<file path="src/design/ssp_sqrt.sv">
`timescale 1ns / 1ps
// Pipelined digit-by-digit integer square root, one root bit per register stage.
module ssp_sqrt #(
	parameter int ROOT_W = 20,
	parameter int TAG_W = 2
) (
	input  logic                clk,
	input  logic                en,
	input  logic [2*ROOT_W-1:0] rad_i,
	input  logic [TAG_W-1:0]    tag_i,
	output logic [ROOT_W-1:0]   root_o,
	output logic [TAG_W-1:0]    tag_o
);

	logic [ROOT_W+1:0]   rem_s  [1:ROOT_W];
	logic [ROOT_W-1:0]   root_s [1:ROOT_W];
	logic [2*ROOT_W-1:0] rad_s  [1:ROOT_W];
	logic [TAG_W-1:0]    tag_s  [1:ROOT_W];

	for (genvar k = 0; k < ROOT_W; k++) begin : g_step
		logic [ROOT_W+1:0]   cur_rem;
		logic [ROOT_W-1:0]   cur_root;
		logic [2*ROOT_W-1:0] cur_rad;
		logic [TAG_W-1:0]    cur_tag;
		logic [ROOT_W+3:0]   rn;
		logic [ROOT_W+3:0]   trial;
		logic [ROOT_W+3:0]   diff;
		logic take;

		if (k == 0) begin : g_first
			assign cur_rem = '0;
			assign cur_root = '0;
			assign cur_rad = rad_i;
			assign cur_tag = tag_i;
		end else begin : g_next
			assign cur_rem = rem_s[k];
			assign cur_root = root_s[k];
			assign cur_rad = rad_s[k];
			assign cur_tag = tag_s[k];
		end

		// Bring down two radicand bits and try the next root bit as 4*root+1.
		assign rn = {cur_rem, cur_rad[2*ROOT_W-1 -: 2]};
		assign trial = (ROOT_W+4)'({cur_root, 2'b01});
		assign take = (rn >= trial);
		assign diff = rn - trial;

		always_ff @(posedge clk) begin
			if (en) begin
				rem_s[k+1] <= take ? diff[ROOT_W+1:0] : rn[ROOT_W+1:0];
				root_s[k+1] <= {cur_root[ROOT_W-2:0], take};
				rad_s[k+1] <= {cur_rad[2*ROOT_W-3:0], 2'b00};
				tag_s[k+1] <= cur_tag;
			end
		end
	end

	assign root_o = root_s[ROOT_W];
	assign tag_o = tag_s[ROOT_W];

endmodule

</file>
<file path="config.mk">
export PLATFORM = sky130hd
export DESIGN_NAME = ssp_sqrt
export DESIGN_NICKNAME = d
export VERILOG_FILES = /design/src/design/ssp_sqrt.sv
export SDC_FILE = /design/constraint.sdc
export NUM_CORES = 1
export LEC_CHECK = 0
export BUFFER_PORTS_ARGS = -buffer_cell sky130_fd_sc_hd__buf_2
export CAP_MARGIN = 20
export CORE_AREA = 2 2 286 288
export DETAILED_ROUTE_END_ITERATION = 10
export DIE_AREA = 0 0 288 290
export PLACE_DENSITY = 0.74
export SETUP_SLACK_MARGIN = 0.4
export SLEW_MARGIN = 20
export SYNTH_ARGS = -nofsm -noshare
export SYNTH_HDL_FRONTEND = slang
export SYNTH_SLANG_ARGS = --single-unit
</file>
<file path="constraint.sdc">
create_clock -name clk -period 3.61 [get_ports clk]
set_input_delay 0.722 -clock clk [delete_from_list [all_inputs] [get_ports clk]]
set_output_delay 0.722 -clock clk [all_outputs]
set_load 0.02 [all_outputs]
</file>
### Word-level counts from Yosys, hierarchy flattened

Memories as Yosys holds them, arrays and structs flattened.
Index checks and enable logic that the tools add are counted.

| storage, ports and cells | value |
|---|---|
| register bits after elaboration | 0 |
| memory bits (writable) | 1,640 |
| input port bits | 44 |
| output and inout bits | 22 |
| logic and storage cells | 66 |
| memories | 4 |

| cells by class | value |
|---|---|
| add/sub/neg operators | 20 |
| order comparisons | 20 |
| mux-type cells | 22 |

Memories:

| name | depth | bits a word | read ports | clocked after Yosys merged registers in | write ports | line | RTL |
|---|---|---|---|---|---|---|---|
| rad_s | 20 | 38 | 19 | 0 | 20 | 17 | `logic [2*ROOT_W-1:0] rad_s [1:ROOT_W];` |
| rem_s | 20 | 22 | 19 | 0 | 20 | 15 | `logic [ROOT_W+1:0] rem_s [1:ROOT_W];` |
| root_s | 20 | 20 | 20 | 0 | 20 | 16 | `logic [ROOT_W-1:0] root_s [1:ROOT_W];` |
| tag_s | 20 | 2 | 20 | 0 | 20 | 18 | `logic [TAG_W-1:0] tag_s [1:ROOT_W];` |

Operators with widths:

| operator | count |
|---|---|
| 24-bit by 22-bit >= comparator with 1-bit output | 19 |
| 22-bit 2-to-1 mux | 20 |
| 22-bit subtractor | 19 |
| 2-bit by 1-bit subtractor with 3-bit output, second input constant | 1 |
| 2-bit by 1-bit >= comparator with 1-bit output, second input constant | 1 |
| 1-bit 2-to-1 mux | 2 |

### Longest topological paths before layout

Gate-level depths: netlist of run 1.
An unclocked memory read counts as a cell.

| logic depth | value |
|---|---|
| depth after elaboration | 3 |
| depth in mapped cells | 12 |
| depth with buffers taken out | 11 |

### Least setup slack after synthesis of run 1

No wires, ideal clock.

| timing | value |
|---|---|
| path type | reg2reg |
| start | reg rem_s[0][272] (netlist name) |
| end | reg rem_s[0][298] (netlist name) |
| setup time | 0.254 ns |
| arrival | 2.522 ns |
| data required time | 3.356 ns |
| setup slack | 0.834 ns |
| cell stages (with the launch flop) | 11 |
| clock period less this slack | 2.776 ns |
| path through | edfxtp_1 > ha_1 > nand2_1 > or4_1 > o21ai_0 > or2_2 > or2_2 > clkbuf_1 > buf_1 > o21ai_0 > o21a_1 |

==> results.md, run 1 <==
- Core box area: 0.0802 mm²
- Proportion of synthesized area in mux cells: 1.01%
- Clock sinks: 1,020
- GRT Total Usage: 18.7%
- H-tree depth: 3
- Yosys top cell by area: edfxtp_1
- Main combinational cell family by area after synthesis: simple AND/OR/NAND/NOR gates
- Syn nets: 3,729
- Skew final: 0.0284 ns
- Synthesis-stage register bit count: 1,020
- N_diodes: 0
- Max VDD drop: 0.526 mV
- Global routing usage on met2: 29.8%
- Setup slack after layout: 0.540 ns
- Final Net Count: 3,904
- Vias in the first global route: 25,700
- Status: complete, no violations
- Met3 Resource Use GR: 2.51%
- Cell Pwr Density: 590 mW/mm²
- Peak Freq: 326 MHz
- Final period utilization: 85.0%
- Slew margin rel.: 48.0%
- Synth Area in Compound Gates: 8.43%
- CTS Hold Bufs: 0
- Sum Neg Setup Slack: 0 ns
- Final core occ: 64.5%
- Placer Congestion: 0.875
- Clk_lat worst skew: 0.66 ns
- DRC viols: 0
- Count of warnings emitted by yosys: 0
- Port bufs: 65
- Critical path startpoint category: register
- Pre-antenna DRT Iters: 6
- Post-synth top area share: 66.3%
- I/O pin count: 66
- Post-synthesis simple-gate area fraction: 9.41%
- Area after DPL: 0.0483 mm²
- Critical path fanouts, max: 18
- # setup viols final: 0
- Final hold violations: 0
- WL final: 77,300 µm
- Layout cells sized above 1: 9.49%
- Vias: 26,300
- Adder-cell share of the synthesized area: 6.26%
- Most frequent cells in the layout: edfxtp_1 (1,020), inv_1 (282), nor2_1 (242), ha_1 (231), a21oi_1 (230)
- Area grow syn2layout: 11.8%
- Commonest non-fill, non-tap cell in the layout: edfxtp_1
- Starting density of the core: 57.6%
- Worst-Margin Slew: 0.772 ns
- DP HPWL: 53,000 µm
- Iter 0 DRT Violations: 1,783
- Cell leakage power: 19.8 nW
- Register area share after synthesis: 66.3%
- Max_cap viols: 0
- Final Max Tran Viols: 0
- DR vias/cell: 5.52
- Layer with the highest usage: met2
- CP Class: reg -> reg
- Met1 Use GR: 26.9%
- Post-Syn Area: 0.0462 mm²
- Drt wl/cell: 16.2 µm
- Clock buffer depth: 3
- Die X-Extent: 288 µm
- WP data required: 4.02 ns
- Die area: 0.0835 mm²
- Final Hold Slack: 0.234 ns
- Avg Cell Area, Syn: 13.4 µm²
- Num CTS Buffers: 101
- Unrepaired setup endpoints after global routing: no
- Antenna violations before repair: 1
- First-pass GRT wire length: 128,000 µm
- Synth Instances: 3,454
- Cell area after layout: 0.0517 mm²
- CTS tree: built
- Crit path DAT: 3.48 ns
- Largest net degree at the start of global routing: 108
- Clock Root Buffer: clkbuf_16
- Post-Synth XOR/XNOR Area: 5.80%
- Die H: 290 µm
- Primary FF master, synth: edfxtp_1
- Post-synth EDFFs: 1,020
- Worst-path clk slew: 0.06 ns
- Routed Antenna Nets: 0
- FP Rows: 104
- CP Capture Type: register
- Ys async rst share: 0%
- Grt total ovfl: 0
- Synth unique cells: 73
- Place WS: 0.499 ns
- Top post-synthesis cells by area: edfxtp_1 (66%), ha_1 (6.3%), xor2_1 (3.1%)
- Worst hold path type: in -> reg
- Tmin final: 3.07 ns
[cells by family (layout without fill, tap and decap cells)]
logic type,count (synthesis),count (layout)
other,1,1
muxes,42,42
adders and majority gates,231,231
AOI/OAI and AO/OA,640,640
buffers and inverters,333,587
and+or+nand+nor,881,881
DFF,1020,1020
xor gates and xnor gates,306,306
[worst paths after layout]
| kind | from | endpoint | slack, ns | cells past startpoint |
|---|---|---|---|---|
| min | rad_i[30] | rad_s[0][68]$_DFFE_PP_ | 0.23 | 1 |
| min reg2reg | rad_s[0][252]$_DFFE_PP_ | rad_s[0][292]$_DFFE_PP_ | 0.41 | 0 |
| max reg2reg | root_s[0][320]$_DFFE_PP_ | rem_s[0][380]$_DFFE_PP_ | 0.54 | 10 |
| max | root_s[0][320]$_DFFE_PP_ | rem_s[0][380]$_DFFE_PP_ | 0.54 | 10 |
[metal layers]
layer	part of all wire [%]	wire, µm	vias to the layer above
li1	-	-	13100
met1	47	36100	12600
met2	47	36000	526
met3	4.4	3380	123
met4	2.3	1800	0
met5	0	0	-
[Yosys cell counts, types with 5 or more instances]
cell,n
ha_1,231
and2_1,6
or4_1,18
clkbuf_1,38
or2_2,20
nor3_1,81
o21bai_1,12
a21oi_1,232
nand2_1,202
nand4_1,30
and4_1,7
a31oi_1,17
nand3_1,70
o41ai_1,7
and3_1,14
mux2i_1,5
inv_1,282
o31a_1,5
nor2b_1,34
xnor2_1,145
nor2_1,242
o21ai_0,159
edfxtp_1,1020
a211oi_1,20
o31ai_1,24
a21o_1,43
nand2b_1,38
nand4b_1,7
nand3b_1,9
or3_1,34
xor2_1,161
nor3b_1,7
nor4_1,45
mux2_2,37
buf_1,5
o21a_1,46
a2111oi_0,5
o211ai_1,17
a21boi_0,8
a31o_2,6
[repair_timing]
action                     4_1_cts  5_1_grt
setup buffers                    0        4
gates resized for setup          0       16
setup endpoints to repair        0       48
[worst max-delay path, cell delays in order, from the launching register on]
cell	delay (ns)
edfxtp_1	0.47
inv_1	0.07
ha_1	0.37
nor2b_1	0.19
o21bai_1	0.11
a31oi_1	0.28
a31oi_1	0.28
a21oi_2	0.18
buf_4	0.24
buf_4	0.26
mux2_2	0.36
[state kept, by name, indices dropped and copies added, names as in the netlist]
| name | count |
|---|---|
| root_s | 210 |
| tag_s | 40 |
| rem_s | 390 |
| rad_s | 380 |
[power by group]
part / leakage [nW] / internal, mW / switching (mW)
combinational: 8.43 / 2.05 / 2.56
clock: 1.61 / 6.05 / 4.33
sequential: 9.78 / 14.7 / 0.771
[per-stage QoR]
step	power, mW	cells
floorplan	18.8	3454
global placement	20.1	4582
detailed placement	20.2	4582
CTS	30.7	4764
global route	31.9	4768
finish	30.5	4768
[cell type report]
type	count	area [µm²]
Multi-Input combinational cell	2101	14400
Timing Repair Buffer	122	976
Sequential cell	1020	30600
Clock buffer	121	2670
Tap cell	1060	1330
Inverter	283	1060
Fill cell	5899	28500
Clock inverter	61	629
Power figures use the tool's default switching activity.
==> run 2: changes to the inputs <==
==> constraint.sdc (replaced) <==
create_clock -name clk -period 3.61 [get_ports clk]
set_input_delay 0.5415 -clock clk [delete_from_list [all_inputs] [get_ports clk]]
set_output_delay 0.5415 -clock clk [all_outputs]
set_load 0.02 [all_outputs]
==> results.md, run 2 (synthesis gave the netlist of run 1 again) <==
- Core box area: 0.0802 mm²
- Critical path's slowest cell: ha_1
- WP data required: 4.03 ns
- Worst-Margin Slew: 0.768 ns
- Unrepaired setup endpoints after global routing: no
- Starting density of the core: 57.6%
- FP Rows: 104
- Setup slack after layout: 0.509 ns
- Crit path DAT: 3.52 ns
- Cell leakage power: 19.8 nW
- Cell Pwr Density: 595 mW/mm²
- Max_cap viols: 0
- DR vias/cell: 5.53
- Seq pwr share: 50.3%
- Clock sinks: 1,020
- Final Hold Slack: 0.0473 ns
- Iter 0 DRT Violations: 1,918
- # setup viols final: 0
- Crit-path leading delay family: simple AND/OR/NAND/NOR gates
- Switching power total: 7.76 mW
- Worst hold path type: in -> reg
- # placed instances: 4,574
- Tmin final: 3.10 ns
- Clock Root Buffer: clkbuf_16
- Die H: 290 µm
- Comb pwr share: 14.9%
- First-pass GRT wire length: 126,000 µm
- Final period utilization: 85.9%
- Grt total ovfl: 0
- Global routing usage on met2: 29.0%
- Die area: 0.0835 mm²
- Worst-path cell chain: ha_1 -> nand2_1 -> nor3b_2 -> and4_1 -> nand3_1 -> nand4b_1 -> buf_12 -> mux2_2
- Critical path startpoint category: register
- Clock power share: 34.8%
- CTS tree: built
- Routed Antenna Nets: 0
- Status: complete, no violations
- Layer with the highest usage: met2
- FF-to-FF path depth: 8
- Area grow syn2layout: 11.9%
- Sum Neg Setup Slack: 0 ns
- CP Class: reg -> reg
- CP Capture Point: rem_s[0][400]$_DFFE_PP_
- H-tree depth: 3
- Layout cells sized above 1: 9.53%
- CP Buf/Inv Count: 1
- Place WS: 0.485 ns
- GRT Total Usage: 18.4%
- CP Capture Type: register
- DRC viols: 0
- Cell area after layout: 0.0517 mm²
- Vias: 26,300
- Num CTS Buffers: 101
- Drt wl/cell: 16.0 µm
- I/O pin count: 66
- Antenna violations before repair: 0
- Worst-path clk slew: 0.06 ns
- Port bufs: 65
- CP startpoint: rem_s[0][390]$_DFFE_PP_
- Area after DPL: 0.0482 mm²
- Largest net degree at the start of global routing: 124
- Reg-to-Reg End: rem_s[0][400]$_DFFE_PP_
- N_diodes: 0
- Pre-antenna DRT Iters: 6
- Filler cells: 5,816
- Levels on crit path: 8
- Final Max Tran Viols: 0
- Met3 Resource Use GR: 3.07%
- Non-filler cells, final: 4,764
- Switching Fraction: 25.2%
- CTS Hold Bufs: 0
- Placer Congestion: 0.897
- Top reg by flops: rem_s
- Peak Freq: 322 MHz
- Largest register FFs: 390
- Largest regs: rem_s x390, rad_s x380, root_s x210
- Met1 Use GR: 26.5%
- Internal power: 23.0 mW
- Most frequent cells in the layout: edfxtp_1 (1,020), inv_1 (282), nor2_1 (242), ha_1 (231), a21oi_1 (230)
- DP HPWL: 52,000 µm
- Max VDD drop: 0.568 mV
- Clock buffer depth: 3
- Critical path fanouts, max: 30
- Die X-Extent: 288 µm
- Slew margin rel.: 47.5%
- Crit-path max cell delay: 0.41 ns
- WL final: 76,300 µm
- Vias in the first global route: 25,400
- Reg2reg start: rem_s[0][390]$_DFFE_PP_
- Final hold violations: 0
- Skew final: 0.0464 ns
- Clk_lat worst skew: 0.67 ns
- Final Net Count: 3,894
- R2r setup slk: 0.51 ns
- Commonest non-fill, non-tap cell in the layout: edfxtp_1
run 2: changes by cell type in the layout (fill, tap and decap cells not counted), sizes merged:
cell | previous run | this run
clkinv | 45 | 44
bufinv | 11 | 15
buf | 122 | 112
clkbuf | 121 | 119
clkinvlp | 2 | 7
run 2: area by class of cell:
class	instances	area [µm²]	share of cell area (%)
clock buffers	119	2590	5.02
clock inverters	69	852	1.65
inverters	283	1060	2.05
multi-input cells	2101	14400	27.8
flip-flops and latches	1020	30600	59.2
well taps	1060	1330	2.56
repair buffers	112	892	1.72
run 2: repair_timing:
item,4_1_cts,5_1_grt
setup endpoints to repair,0,65
setup buffers,0,2
resized for setup,0,18
run 2: power groups by stage:
stage	sequential [mW]	clock, mW	combinational [mW]
after floorplan	15.4	0	3.42
after global placement	15.7	0	4.40
after detailed placement	15.7	0	4.48
after CTS	15.5	11.0	4.53
after global routing	15.6	11.4	5.18
final	15.5	10.7	4.58
run 2: worst min-delay path by stage:
| stage | from | endpoint | slack [ns] | depth (start not counted) |
|---|---|---|---|---|
| after CTS | rad_i[8] | rad_s[0][46]$_DFFE_PP_ | 0.007 | 1 |
| after global routing | rad_i[8] | rad_s[0][46]$_DFFE_PP_ | 0.02 | 1 |
| final | rad_i[30] | rad_s[0][68]$_DFFE_PP_ | 0.05 | 1 |
| after floorplan | rad_s[0][60]$_DFFE_PP_ | rad_s[0][100]$_DFFE_PP_ | 0.40 | 0 |
| after global placement | rad_s[0][68]$_DFFE_PP_ | rad_s[0][108]$_DFFE_PP_ | 0.40 | 0 |
| after detailed placement | rad_s[0][70]$_DFFE_PP_ | rad_s[0][110]$_DFFE_PP_ | 0.40 | 0 |
run 2: metal layers:
layer | part of all wire (%) | vias to the layer above
li1 | - | 13100
met1 | 47 | 12600
met4 | 2.2 | 0
met2 | 46 | 532
met3 | 4.7 | 129
met5 | 0 | -
run 2: worst register-to-register path, cell delays in order, from the launching register on:
cell	delay, ns
edfxtp_1	0.40
ha_1	0.41
nand2_1	0.16
nor3b_2	0.40
and4_1	0.27
nand3_1	0.19
nand4b_1	0.39
buf_12	0.24
mux2_2	0.38
run 2: through the flow:
| step | total power [mW] | utilization, % |
|---|---|---|
| after floorplan | 18.8 | - |
| final | 30.8 | 64.5 |
| after CTS | 31.0 | 64.4 |
| after global placement | 20.1 | 60.1 |
| after global routing | 32.2 | 64.5 |
| after detailed placement | 20.2 | 60.1 |
